`config.mk`:
```
export PLATFORM = sky130hd
export DESIGN_NAME = i2c_cfg
export DESIGN_NICKNAME = d
export VERILOG_FILES = /design/src/design/assert_macros.svh /design/src/design/i2c_pkg.sv /design/src/design/i2c_cfg.sv
export SDC_FILE = /design/constraint.sdc
export NUM_CORES = 2
export LEC_CHECK = 0
export ABC_AREA = 1
export BUFFER_PORTS_ARGS = -buffer_cell sky130_fd_sc_hd__buf_4
export CELL_PAD_IN_SITES_DETAIL_PLACEMENT = 1
export CELL_PAD_IN_SITES_GLOBAL_PLACEMENT = 1
export CORE_MARGIN = 4
export CORE_UTILIZATION = 43
export CTS_CLUSTER_SIZE = 16
export DETAILED_ROUTE_END_ITERATION = 10
export GPL_ROUTABILITY_DRIVEN = 0
export HOLD_SLACK_MARGIN = 0.08
export PLACE_DENSITY_LB_ADDON = 0.1
export REMOVE_ABC_BUFFERS = 1
export SYNTH_ARGS = -nofsm -noshare
export SYNTH_HDL_FRONTEND = slang
export SYNTH_SLANG_ARGS = --single-unit
```
`constraint.sdc`:
```
create_clock -name clk -period 5.7 [get_ports clk]
set_input_delay 1.14 -clock clk [delete_from_list [all_inputs] [get_ports clk]]
set_output_delay 1.14 -clock clk [all_outputs]
set_load 0.005 [all_outputs]
```
`src/design/assert_macros.svh`:
```
// Assertion macros shared by the RTL.
`ifndef ASSERT_MACROS_SVH
`define ASSERT_MACROS_SVH

// Same-cycle implication, disabled in reset.
`define CHK_IMPLY(label, ck, rn, ante, cons, msg) \
  label: assert property (@(posedge ck) disable iff (!(rn)) (ante) |-> (cons)) \
    else $error(msg);

// Next-cycle implication, disabled in reset.
`define CHK_NEXT(label, ck, rn, ante, cons, msg) \
  label: assert property (@(posedge ck) disable iff (!(rn)) (ante) |=> (cons)) \
    else $error(msg);

`endif

```
`src/design/i2c_pkg.sv`:
```
// Shared types, constants and the divider step for the im2col index generator.
package i2c_pkg;

  localparam int DIM_BITS    = 12;
  localparam int KERNEL_BITS = 8;
  localparam logic [16:0] DIM_MAX = 17'(1 << DIM_BITS);
  localparam logic [7:0]  KMASK   = 8'((1 << KERNEL_BITS) - 1);

  localparam int PADDR_W = 5;

  localparam logic [2:0] REG_KERNEL  = 3'd0;
  localparam logic [2:0] REG_STRIDE  = 3'd1;
  localparam logic [2:0] REG_DIL     = 3'd2;
  localparam logic [2:0] REG_PAD     = 3'd3;
  localparam logic [2:0] REG_HEIGHT  = 3'd4;
  localparam logic [2:0] REG_WIDTH   = 3'd5;
  localparam logic [2:0] REG_CHANS   = 3'd6;
  localparam logic [2:0] REG_LAYOUT  = 3'd7;

  // Quotient widths: channel index, then kernel row offset.
  localparam int QA_W       = 13;
  localparam int QB_W       = 8;
  localparam int DIV_STEPS  = QA_W + QB_W;
  localparam int STEPS_PER  = 2;
  localparam int DIV_STAGES = (DIV_STEPS + STEPS_PER - 1) / STEPS_PER;

  typedef struct packed {
    logic        busy;
    logic        err;
    logic        layout_nchw;
    logic [7:0]  kh;
    logic [7:0]  kw;
    logic [7:0]  sh;
    logic [7:0]  sw;
    logic [7:0]  dh;
    logic [7:0]  dw;
    logic [7:0]  ph;
    logic [7:0]  pw;
    logic [12:0] height;
    logic [12:0] width;
    logic [12:0] chans;
    logic [15:0] kk;
    logic [28:0] plane;
    logic [13:0] oh;
    logic [13:0] ow;
    logic [27:0] ohow;
  } cfg_t;

  typedef struct packed {
    logic [27:0]     crow;
    logic [12:0]     orow;
    logic [12:0]     ocol;
    logic            oor;
    logic            err;
    logic [27:0]     rem;
    logic [QA_W-1:0] qa;
    logic [QB_W-1:0] qb;
  } dv_t;

  // One restoring step: first by kh*kw for the channel, then by kw for the kernel row.
  function automatic dv_t div_step(dv_t d, int step, logic [15:0] kk, logic [7:0] kw);
    dv_t         r;
    logic [28:0] dvs;
    int          i;
    r   = d;
    dvs = '0;
    i   = 0;
    if (step < QA_W) begin
      i   = QA_W - 1 - step;
      dvs = 29'(kk) << i;
      if ({1'b0, d.rem} >= dvs) begin
        r.rem = d.rem - dvs[27:0];
        r.qa  = d.qa | (QA_W'(1) << i);
      end
    end else if (step < DIV_STEPS) begin
      i   = DIV_STEPS - 1 - step;
      dvs = 29'(kw) << i;
      if ({1'b0, d.rem} >= dvs) begin
        r.rem = d.rem - dvs[27:0];
        r.qb  = d.qb | (QB_W'(1) << i);
      end
    end
    return r;
  endfunction

endpackage

```
`src/design/i2c_cfg.sv`:
```
// Register file and sequencer for the output extents and plane sizes.
module i2c_cfg import i2c_pkg::*; (
  input  logic               clk,
  input  logic               rst_n,
  input  logic               psel,
  input  logic               penable,
  input  logic               pwrite,
  input  logic [PADDR_W-1:0] paddr,
  input  logic [31:0]        pwdata,
  output logic [31:0]        prdata,
  output cfg_t               cfg
);

  localparam logic [2:0] ST_IDLE = 3'd0;
  localparam logic [2:0] ST_PREP = 3'd1;
  localparam logic [2:0] ST_DIV  = 3'd2;
  localparam logic [2:0] ST_EXT  = 3'd3;
  localparam logic [2:0] ST_MUL  = 3'd4;

  logic [15:0] kernel_r, stride_r, dil_r, pad_r;
  logic [12:0] height_r, width_r, chans_r;
  logic        layout_r;
  logic [2:0]  state_r, state_nxt;
  logic [3:0]  cnt_r;
  logic [13:0] ah_r, aw_r;
  logic [7:0]  rh_r, rw_r;
  logic        emph_r, empw_r, ebase_r, err_r;
  logic [15:0] kk_r;
  logic [28:0] plane_r;
  logic [13:0] oh_r, ow_r;
  logic [27:0] ohow_r;

  logic        wr;
  logic [2:0]  idx;
  logic [7:0]  kh, kw;
  logic [13:0] spanh, spanw;
  logic [16:0] reachh, reachw;
  logic        ebase;
  logic [8:0]  th, tw;
  logic        qh, qw;

  assign wr  = psel && penable && pwrite;
  assign idx = paddr[4:2];
  assign kh  = kernel_r[15:8] & KMASK;
  assign kw  = kernel_r[7:0] & KMASK;

  always_comb begin
    spanh  = 14'(height_r) + 14'({pad_r[15:8], 1'b0});
    spanw  = 14'(width_r) + 14'({pad_r[7:0], 1'b0});
    reachh = 17'(dil_r[15:8]) * 17'(kh - 8'd1) + 17'd1;
    reachw = 17'(dil_r[7:0]) * 17'(kw - 8'd1) + 17'd1;
    ebase  = kh == '0 || kw == '0 || stride_r[15:8] == '0 || stride_r[7:0] == '0 ||
             dil_r[15:8] == '0 || dil_r[7:0] == '0 || height_r == '0 ||
             width_r == '0 || chans_r == '0 || 17'(height_r) > DIM_MAX ||
             17'(width_r) > DIM_MAX || 17'(chans_r) > DIM_MAX;
    th = {rh_r, ah_r[13]};
    tw = {rw_r, aw_r[13]};
    qh = th >= {1'b0, stride_r[15:8]};
    qw = tw >= {1'b0, stride_r[7:0]};
  end

  always_ff @(posedge clk) begin
    if (!rst_n) begin
      kernel_r <= 16'h0101;
      stride_r <= 16'h0101;
      dil_r    <= 16'h0101;
      pad_r    <= '0;
      height_r <= 13'd1;
      width_r  <= 13'd1;
      chans_r  <= 13'd1;
      layout_r <= 1'b1;
    end else if (wr) begin
      case (idx)
        REG_KERNEL: kernel_r <= pwdata[15:0];
        REG_STRIDE: stride_r <= pwdata[15:0];
        REG_DIL:    dil_r    <= pwdata[15:0];
        REG_PAD:    pad_r    <= pwdata[15:0];
        REG_HEIGHT: height_r <= pwdata[12:0];
        REG_WIDTH:  width_r  <= pwdata[12:0];
        REG_CHANS:  chans_r  <= pwdata[12:0];
        REG_LAYOUT: layout_r <= pwdata[0];
        default: ;
      endcase
    end
  end

  always_comb begin
    state_nxt = state_r;
    case (state_r)
      ST_IDLE: state_nxt = ST_IDLE;
      ST_PREP: state_nxt = ST_DIV;
      ST_DIV:  state_nxt = (cnt_r == 4'd13) ? ST_EXT : ST_DIV;
      ST_EXT:  state_nxt = ST_MUL;
      ST_MUL:  state_nxt = ST_IDLE;
      default: state_nxt = ST_PREP;
    endcase
    if (wr) state_nxt = ST_PREP;
  end

  always_ff @(posedge clk) begin
    if (!rst_n) begin
      state_r <= ST_PREP;
      cnt_r   <= '0;
    end else begin
      state_r <= state_nxt;
      cnt_r   <= (state_r == ST_DIV) ? cnt_r + 4'd1 : '0;
    end
  end

  // Extent datapath: (span - reach) / stride, one quotient bit per cycle per axis.
  always_ff @(posedge clk) begin
    case (state_r)
      ST_PREP: begin
        emph_r  <= reachh > 17'(spanh);
        empw_r  <= reachw > 17'(spanw);
        ah_r    <= spanh - reachh[13:0];
        aw_r    <= spanw - reachw[13:0];
        rh_r    <= '0;
        rw_r    <= '0;
        kk_r    <= 16'(kh) * 16'(kw);
        ebase_r <= ebase;
      end
      ST_DIV: begin
        rh_r <= qh ? 8'(th - {1'b0, stride_r[15:8]}) : th[7:0];
        rw_r <= qw ? 8'(tw - {1'b0, stride_r[7:0]}) : tw[7:0];
        ah_r <= {ah_r[12:0], qh};
        aw_r <= {aw_r[12:0], qw};
      end
      ST_EXT: begin
        oh_r    <= emph_r ? '0 : ah_r + 14'd1;
        ow_r    <= empw_r ? '0 : aw_r + 14'd1;
        err_r   <= ebase_r || emph_r || empw_r;
        plane_r <= 29'(chans_r) * 29'(kk_r);
      end
      ST_MUL: ohow_r <= 28'(oh_r) * 28'(ow_r);
      default: ;
    endcase
  end

  always_comb begin
    case (idx)
      REG_KERNEL: prdata = 32'(kernel_r);
      REG_STRIDE: prdata = 32'(stride_r);
      REG_DIL:    prdata = 32'(dil_r);
      REG_PAD:    prdata = 32'(pad_r);
      REG_HEIGHT: prdata = 32'(height_r);
      REG_WIDTH:  prdata = 32'(width_r);
      REG_CHANS:  prdata = 32'(chans_r);
      REG_LAYOUT: prdata = 32'(layout_r);
      default:    prdata = '0;
    endcase
  end

  always_comb begin
    cfg.busy        = state_r != ST_IDLE;
    cfg.err         = err_r;
    cfg.layout_nchw = layout_r;
    cfg.kh          = kh;
    cfg.kw          = kw;
    cfg.sh          = stride_r[15:8];
    cfg.sw          = stride_r[7:0];
    cfg.dh          = dil_r[15:8];
    cfg.dw          = dil_r[7:0];
    cfg.ph          = pad_r[15:8];
    cfg.pw          = pad_r[7:0];
    cfg.height      = height_r;
    cfg.width       = width_r;
    cfg.chans       = chans_r;
    cfg.kk          = kk_r;
    cfg.plane       = plane_r;
    cfg.oh          = oh_r;
    cfg.ow          = ow_r;
    cfg.ohow        = ohow_r;
  end

endmodule

```
# After elaboration in Yosys (flattened, before gate mapping)
# Cells that the tools add are included.
[classes]
mux = 9
n_div = 0
multipliers = 5
n_shift = 0
eq_ne = 12
n_reduce_logical = 39
add_sub_neg = 13
bitwise = 1
n_lt_le_gt_ge = 7
[op_table]
columns = ["cell", "n"]
rows = [
  ["32-bit one-hot mux with 8 select lines", 1],
  ["14-bit one-hot mux with 2 select lines", 2],
  ["8-bit zero test", 6],
  ["13-bit greater-than comparator, second input constant", 3],
  ["13-bit zero test", 3],
  ["17-bit by 1-bit adder with 17-bit output, second input constant", 2],
  ["17-bit by 14-bit greater-than comparator with 1-bit output", 2],
  ["9-bit by 9-bit multiplier with 17-bit output", 2],
  ["8-bit one-hot mux with 2 select lines", 2],
  ["13-bit by 16-bit multiplier with 29-bit output", 1],
  ["13-bit by 9-bit adder with 14-bit output", 2],
  ["14-bit by 1-bit adder with 14-bit output, second input constant", 2],
  ["14-bit by 14-bit multiplier with 28-bit output", 1],
  ["14-bit subtractor", 2],
  ["9-bit by 8-bit greater-or-equal comparator with 1-bit output", 2],
  ["2-bit AND reduction", 9],
  ["8-bit by 1-bit subtractor with 9-bit output, second input constant", 2],
  ["8-bit by 8-bit multiplier with 16-bit output", 1],
  ["8-bit 2-to-1 mux", 2],
  ["8-bit subtractor", 2],
  ["3-bit == test, second input constant", 5],
  ["1-bit logical OR", 13],
  ["3-bit by 2-bit == test with 1-bit output, second input constant", 4],
  ["3-bit one-hot mux with 4 select lines", 1],
  ["other kinds (10)", 14],
]
[totals]
inputBits = 42
mem_bits_ro = 0
ram_bits = 0
latchBits = 0
mem_count = 0
output_inout_bits = 239
elab_cells = 109
regBits = 260

# Depth between registers and ports, before layout
[logic_depth]
depth_word = 12
mapped_depth = 37
ltp_nobuf = 36

# Worst setup path before layout
# OpenSTA, ideal clock, no wires.
[synth_timing]
path_type = "register to register"
startpoint = "reg kernel_r[9]"
endpoint = "reg ah_r[13] (data pin)"
t_required_ns = 5.434
arrival_time_ns = 6.081
path_slack_ns = -0.647
period_less_slack_ns = 6.347
setup_ns = 0.266
n_path_buf = 1
stages_incl_launch_ff = 33
cell_sequence = "dfxtp_1 > buf_2 > inv_1 > nand3_1 > nor3_2 > nor3b_1 > or2_1 > nand2_2 > inv_1 > nand2_1 > fa_1 > fa_1 > inv_1 > fa_1 > fa_1 > inv_1 > fa_1 > inv_1 > ha_1 > nand2_1 > inv_1 > nand4_1 > o211ai_1 > a21boi_0 > xor2_1 > inv_1 > ha_1 > nand2_1 > nor2_1 > nand3_1 > nand2_1 > xnor2_1 > o21ai_0"
[synth_via]
elab_chain_len = 5
[synth_rtl]
columns = ["element", "line_no", "text"]
rows = [
  ["from (decl)", "i2c_cfg.sv:20", "logic [15:0] kernel_r, stride_r, dil_r, pad_r;"],
  ["from (signal assigned)", "i2c_cfg.sv:74", "REG_KERNEL: kernel_r <= pwdata[15:0];"],
  ["8-bit by 1-bit subtractor with 9-bit output", "i2c_cfg.sv:50", "reachh = 17'(dil_r[15:8]) * 17'(kh - 8'd1) + 17'd1;"],
  ["9-bit by 9-bit multiplier with 17-bit output", "i2c_cfg.sv:50", ""],
  ["17-bit by 1-bit adder with 17-bit output", "i2c_cfg.sv:50", ""],
  ["14-bit subtractor", "i2c_cfg.sv:116", "ah_r <= spanh - reachh[13:0];"],
  ["14-bit one-hot mux with 2 select lines", "i2c_cfg.sv:112", "case (state_r)"],
  ["to (signal assigned)", "i2c_cfg.sv:116", ""],
  ["to (signal assigned)", "i2c_cfg.sv:126", "ah_r <= {ah_r[12:0], qh};"],
  ["to (decl)", "i2c_cfg.sv:25", "logic [13:0] ah_r, aw_r;"],
]
# No other way between the ends.
# A chain may end at the register's enable or synchronous reset.

# Worst setup path after layout
[layout_timing]
startpoint = "reg kernel_r[8]"
endpoint = "reg emph_r (data pin)"
[layout_via]
elab_chain_len = 4
[layout_rtl]
columns = ["element", "line_no", "text"]
rows = [
  ["8-bit by 1-bit subtractor with 9-bit output", "i2c_cfg.sv:50", ""],
  ["9-bit by 9-bit multiplier with 17-bit output", "i2c_cfg.sv:50", ""],
  ["17-bit by 1-bit adder with 17-bit output", "i2c_cfg.sv:50", ""],
  ["17-bit by 14-bit greater-than comparator with 1-bit output", "i2c_cfg.sv:114", "emph_r <= reachh > 17'(spanh);"],
  ["to (signal assigned)", "i2c_cfg.sv:114", ""],
  ["to (decl)", "i2c_cfg.sv:27", "logic emph_r, empw_r, ebase_r, err_r;"],
]
# No other way between the ends.

==> flow_metrics.tcl <==
set metrics [dict create \
    die_w_um 292 \
    total_power_mw 12.0 \
    end_kind "register" \
    worst_path_max_delay_cell "fa_1" \
    vias 30700 \
    finalHoldViolCount 0 \
    routedWlPerCell_um 20.0 \
    hpwl_mm 95.1 \
    r2r_setup_slack_ns -0.68 \
    via_per_inst 5.19 \
    ys_seq_area_frac 0.193 \
    path_common_cell "fa_1" \
    timing.final.crit_share 1.12 \
    p_leak_nw 22.2 \
    grt_max_degree 65 \
    nNetsFinal 5692 \
    grt_pass1_vias 33300 \
    synthArstFlopShare 0 \
    drtIter0Drc 1517 \
    critical_path.max_fanout 4 \
    cts_max_level 2 \
    top_level_ports 281 \
    clk_latency_ns 0.57 \
    outcome "complete, but fails checks" \
    cts_buffer_depth 3 \
    ant_nets 0 \
    synth.top_cell.area_share 0.243 \
    antenna_found_initial 0 \
    fmax_mhz 157 \
    ir_worst_vdd_uv 592 \
    drive_above_1_share 0.188 \
    synth_cells 4329 \
    gr-total-overflow 0 \
    ys_seq_elements 260 \
    violations "negative setup slack" \
    drc 0 \
    fp-row-count 103 \
    placed_area_um2 39500 \
    grt_pass1_wl_mm 185 \
    ys.flop_type "edfxtp_1" \
    synth.area.top_cells "fa_1, ha_1, edfxtp_1, inv_1, nand2_1" \
    dieArea_um2 85200 \
    fp.dieH_um 292 \
    cp_data_required_time_ns 6.00 \
    whs_path_depth 1 \
    finalClockSkew_ns 0.0157 \
    numCtsBuffers 35 \
    finalCriticalPeriod_ns 6.38 \
    worst_pin_slew_ns 1.13 \
    path_class "reg -> reg" \
    worst-endpoint-arrival_ns 6.69 \
    relSlewSlack 0.242 \
    portBuffers 246 \
    powerDensity_nw_per_um2 283 \
    maxCapViolCount 0 \
    cts_tree "done" \
    drt_first_pass_iters 5 \
    synth_warnings 0 \
    core_um2 79400 \
    diodes 0 \
    yosys.area.top_type "fa_1" \
    critPathMaxStageDelay_ns 0.56 \
    cp-start-kind "register" \
    initial_core_util 0.436 \
    final_util 0.533 \
    path_clk_slew_ns 0.06 \
    drt-total-wl_mm 118 \
    r2r_cells 33 \
    min_path_type "reg -> reg" \
    worst_slack_ns -0.683 \
    synth.avg_cell_area_um2 8.00 \
    setup_violations 13 \
    maxSlewViolCount 0 \
    synth_area_um2 34600 \
    cts-root-buf "clkbuf_16" \
    synth_cell_types 56 \
    synth_edf_count 149 \
    grt_usage 0.272 \
    rsz0062_at_grt "true" \
    area_growth_pct 22.1 \
    final_area_um2 42300 \
    cts_sinks 260 \
]
## power by group
group          total (mW)  switching, mW  internal [mW]
Clock                2.27          0.953           1.32
Sequential           2.60          0.168           2.44
Combinational        7.11           4.25           2.86
## worst paths after layout
check	from	endpoint
setup / recovery	kernel_r[8]	emph_r
hold / removal	cnt_r[0]	cnt_r[0]
setup reg to reg	kernel_r[8]	emph_r
hold reg to reg	cnt_r[0]	cnt_r[0]
## logic make-up (layout without fill, tap and decap cells)
logic type | Yosys count | in the layout | share of synthesized area
simple gates | 1386 | 1386 | 0.164
buf+inv | 1131 | 1647 | 0.126
fa+ha+maj | 817 | 817 | 0.386
compound gates | 588 | 588 | 0.0940
flops | 260 | 260 | 0.193
xor+xnor | 146 | 146 | 0.0371
other cells | 1 | 16 | 0.000108
## layout make-up
cell class	count	area [um2]
clock inverters	18	218
flip-flops and latches	260	6710
multi-input cells	2953	24800
fillers	9743	37100
well taps	1050	1310
inverters	977	3680
clock buffers	46	937
repair buffers	606	4630
## critical path, delay by kind of cell (launching register included)
family	cells	cell delay [ns]
adder cells (fa/ha/maj)	7	3.12
AND/OR/NAND/NOR	15	1.36
XOR/XNOR	1	0.29
buffers and inverters	7	0.47
AO/OA/AOI/OAI	3	0.52
flip-flops	1	0.34
## stage by stage
stage,worst slack (ns),setup TNS [ns],hold slack [ns],std cells
floorplan,-0.847,-7.34,0.433,4190
global placement,-0.793,-7.75,0.451,5788
detailed placement,-0.938,-9.71,0.469,5788
CTS,-0.398,-3.30,0.481,5883
global route,-1.03,-9.46,0.506,5910
finish,-0.683,-5.80,0.483,5910
## what timing repair did
action,in CTS,in global routing
pin swaps,75,77
endpoints found under the setup margin,16,34
resized for setup,165,133
hold buffers,0,0
buffers inserted,31,30
## cells in the final DEF, fill, tap and decap left out, types with 31 or more instances in the layout
master | synthesis | routed
inv_1 | 964 | 927
nand2_1 | 868 | 837
buf_4 | 22 | 584
fa_1 | 421 | 419
ha_1 | 396 | 359
nor2_1 | 311 | 296
a21oi_1 | 248 | 221
o21ai_0 | 186 | 167
edfxtp_1 | 149 | 149
dfxtp_1 | 111 | 104
xor2_1 | 98 | 88
nand3_1 | 79 | 71
xnor2_1 | 47 | 45
o21ai_1 | 34 | 44
inv_2 | 10 | 44
clkbuf_16 | 0 | 35
ha_4 | 0 | 32
nand4_1 | 31 | 31
## flip-flops by register name (all words and copies together) (netlist names), 16 cells and up
name      cells
stride_r     16
kk_r         16
ohow_r       28
dil_r        16
kernel_r     16
pad_r        16
plane_r      29
## cell usage after synthesis, types with 17 or more instances
master / count
ha_1: 396
a21oi_1: 248
inv_1: 964
o21ai_1: 34
clkbuf_1: 97
fa_1: 421
dfxtp_1: 111
xnor2_1: 47
buf_2: 18
o211ai_1: 24
buf_4: 22
nand3_1: 79
nand4_1: 31
o21ai_0: 186
nor2_1: 311
xor2_1: 98
nor4_1: 17
edfxtp_1: 149
nand2_1: 868
nor3_1: 34
## routing by layer
layer  share of wire  vias up  global-route usage
li1                -    14400                   -
met1            0.44    15300               0.366
met5               0        -                   0
met4           0.030        0              0.0766
met3           0.049      184              0.0318
met2            0.48      789               0.466
No activity file was read; power rests on OpenSTA's default activity.
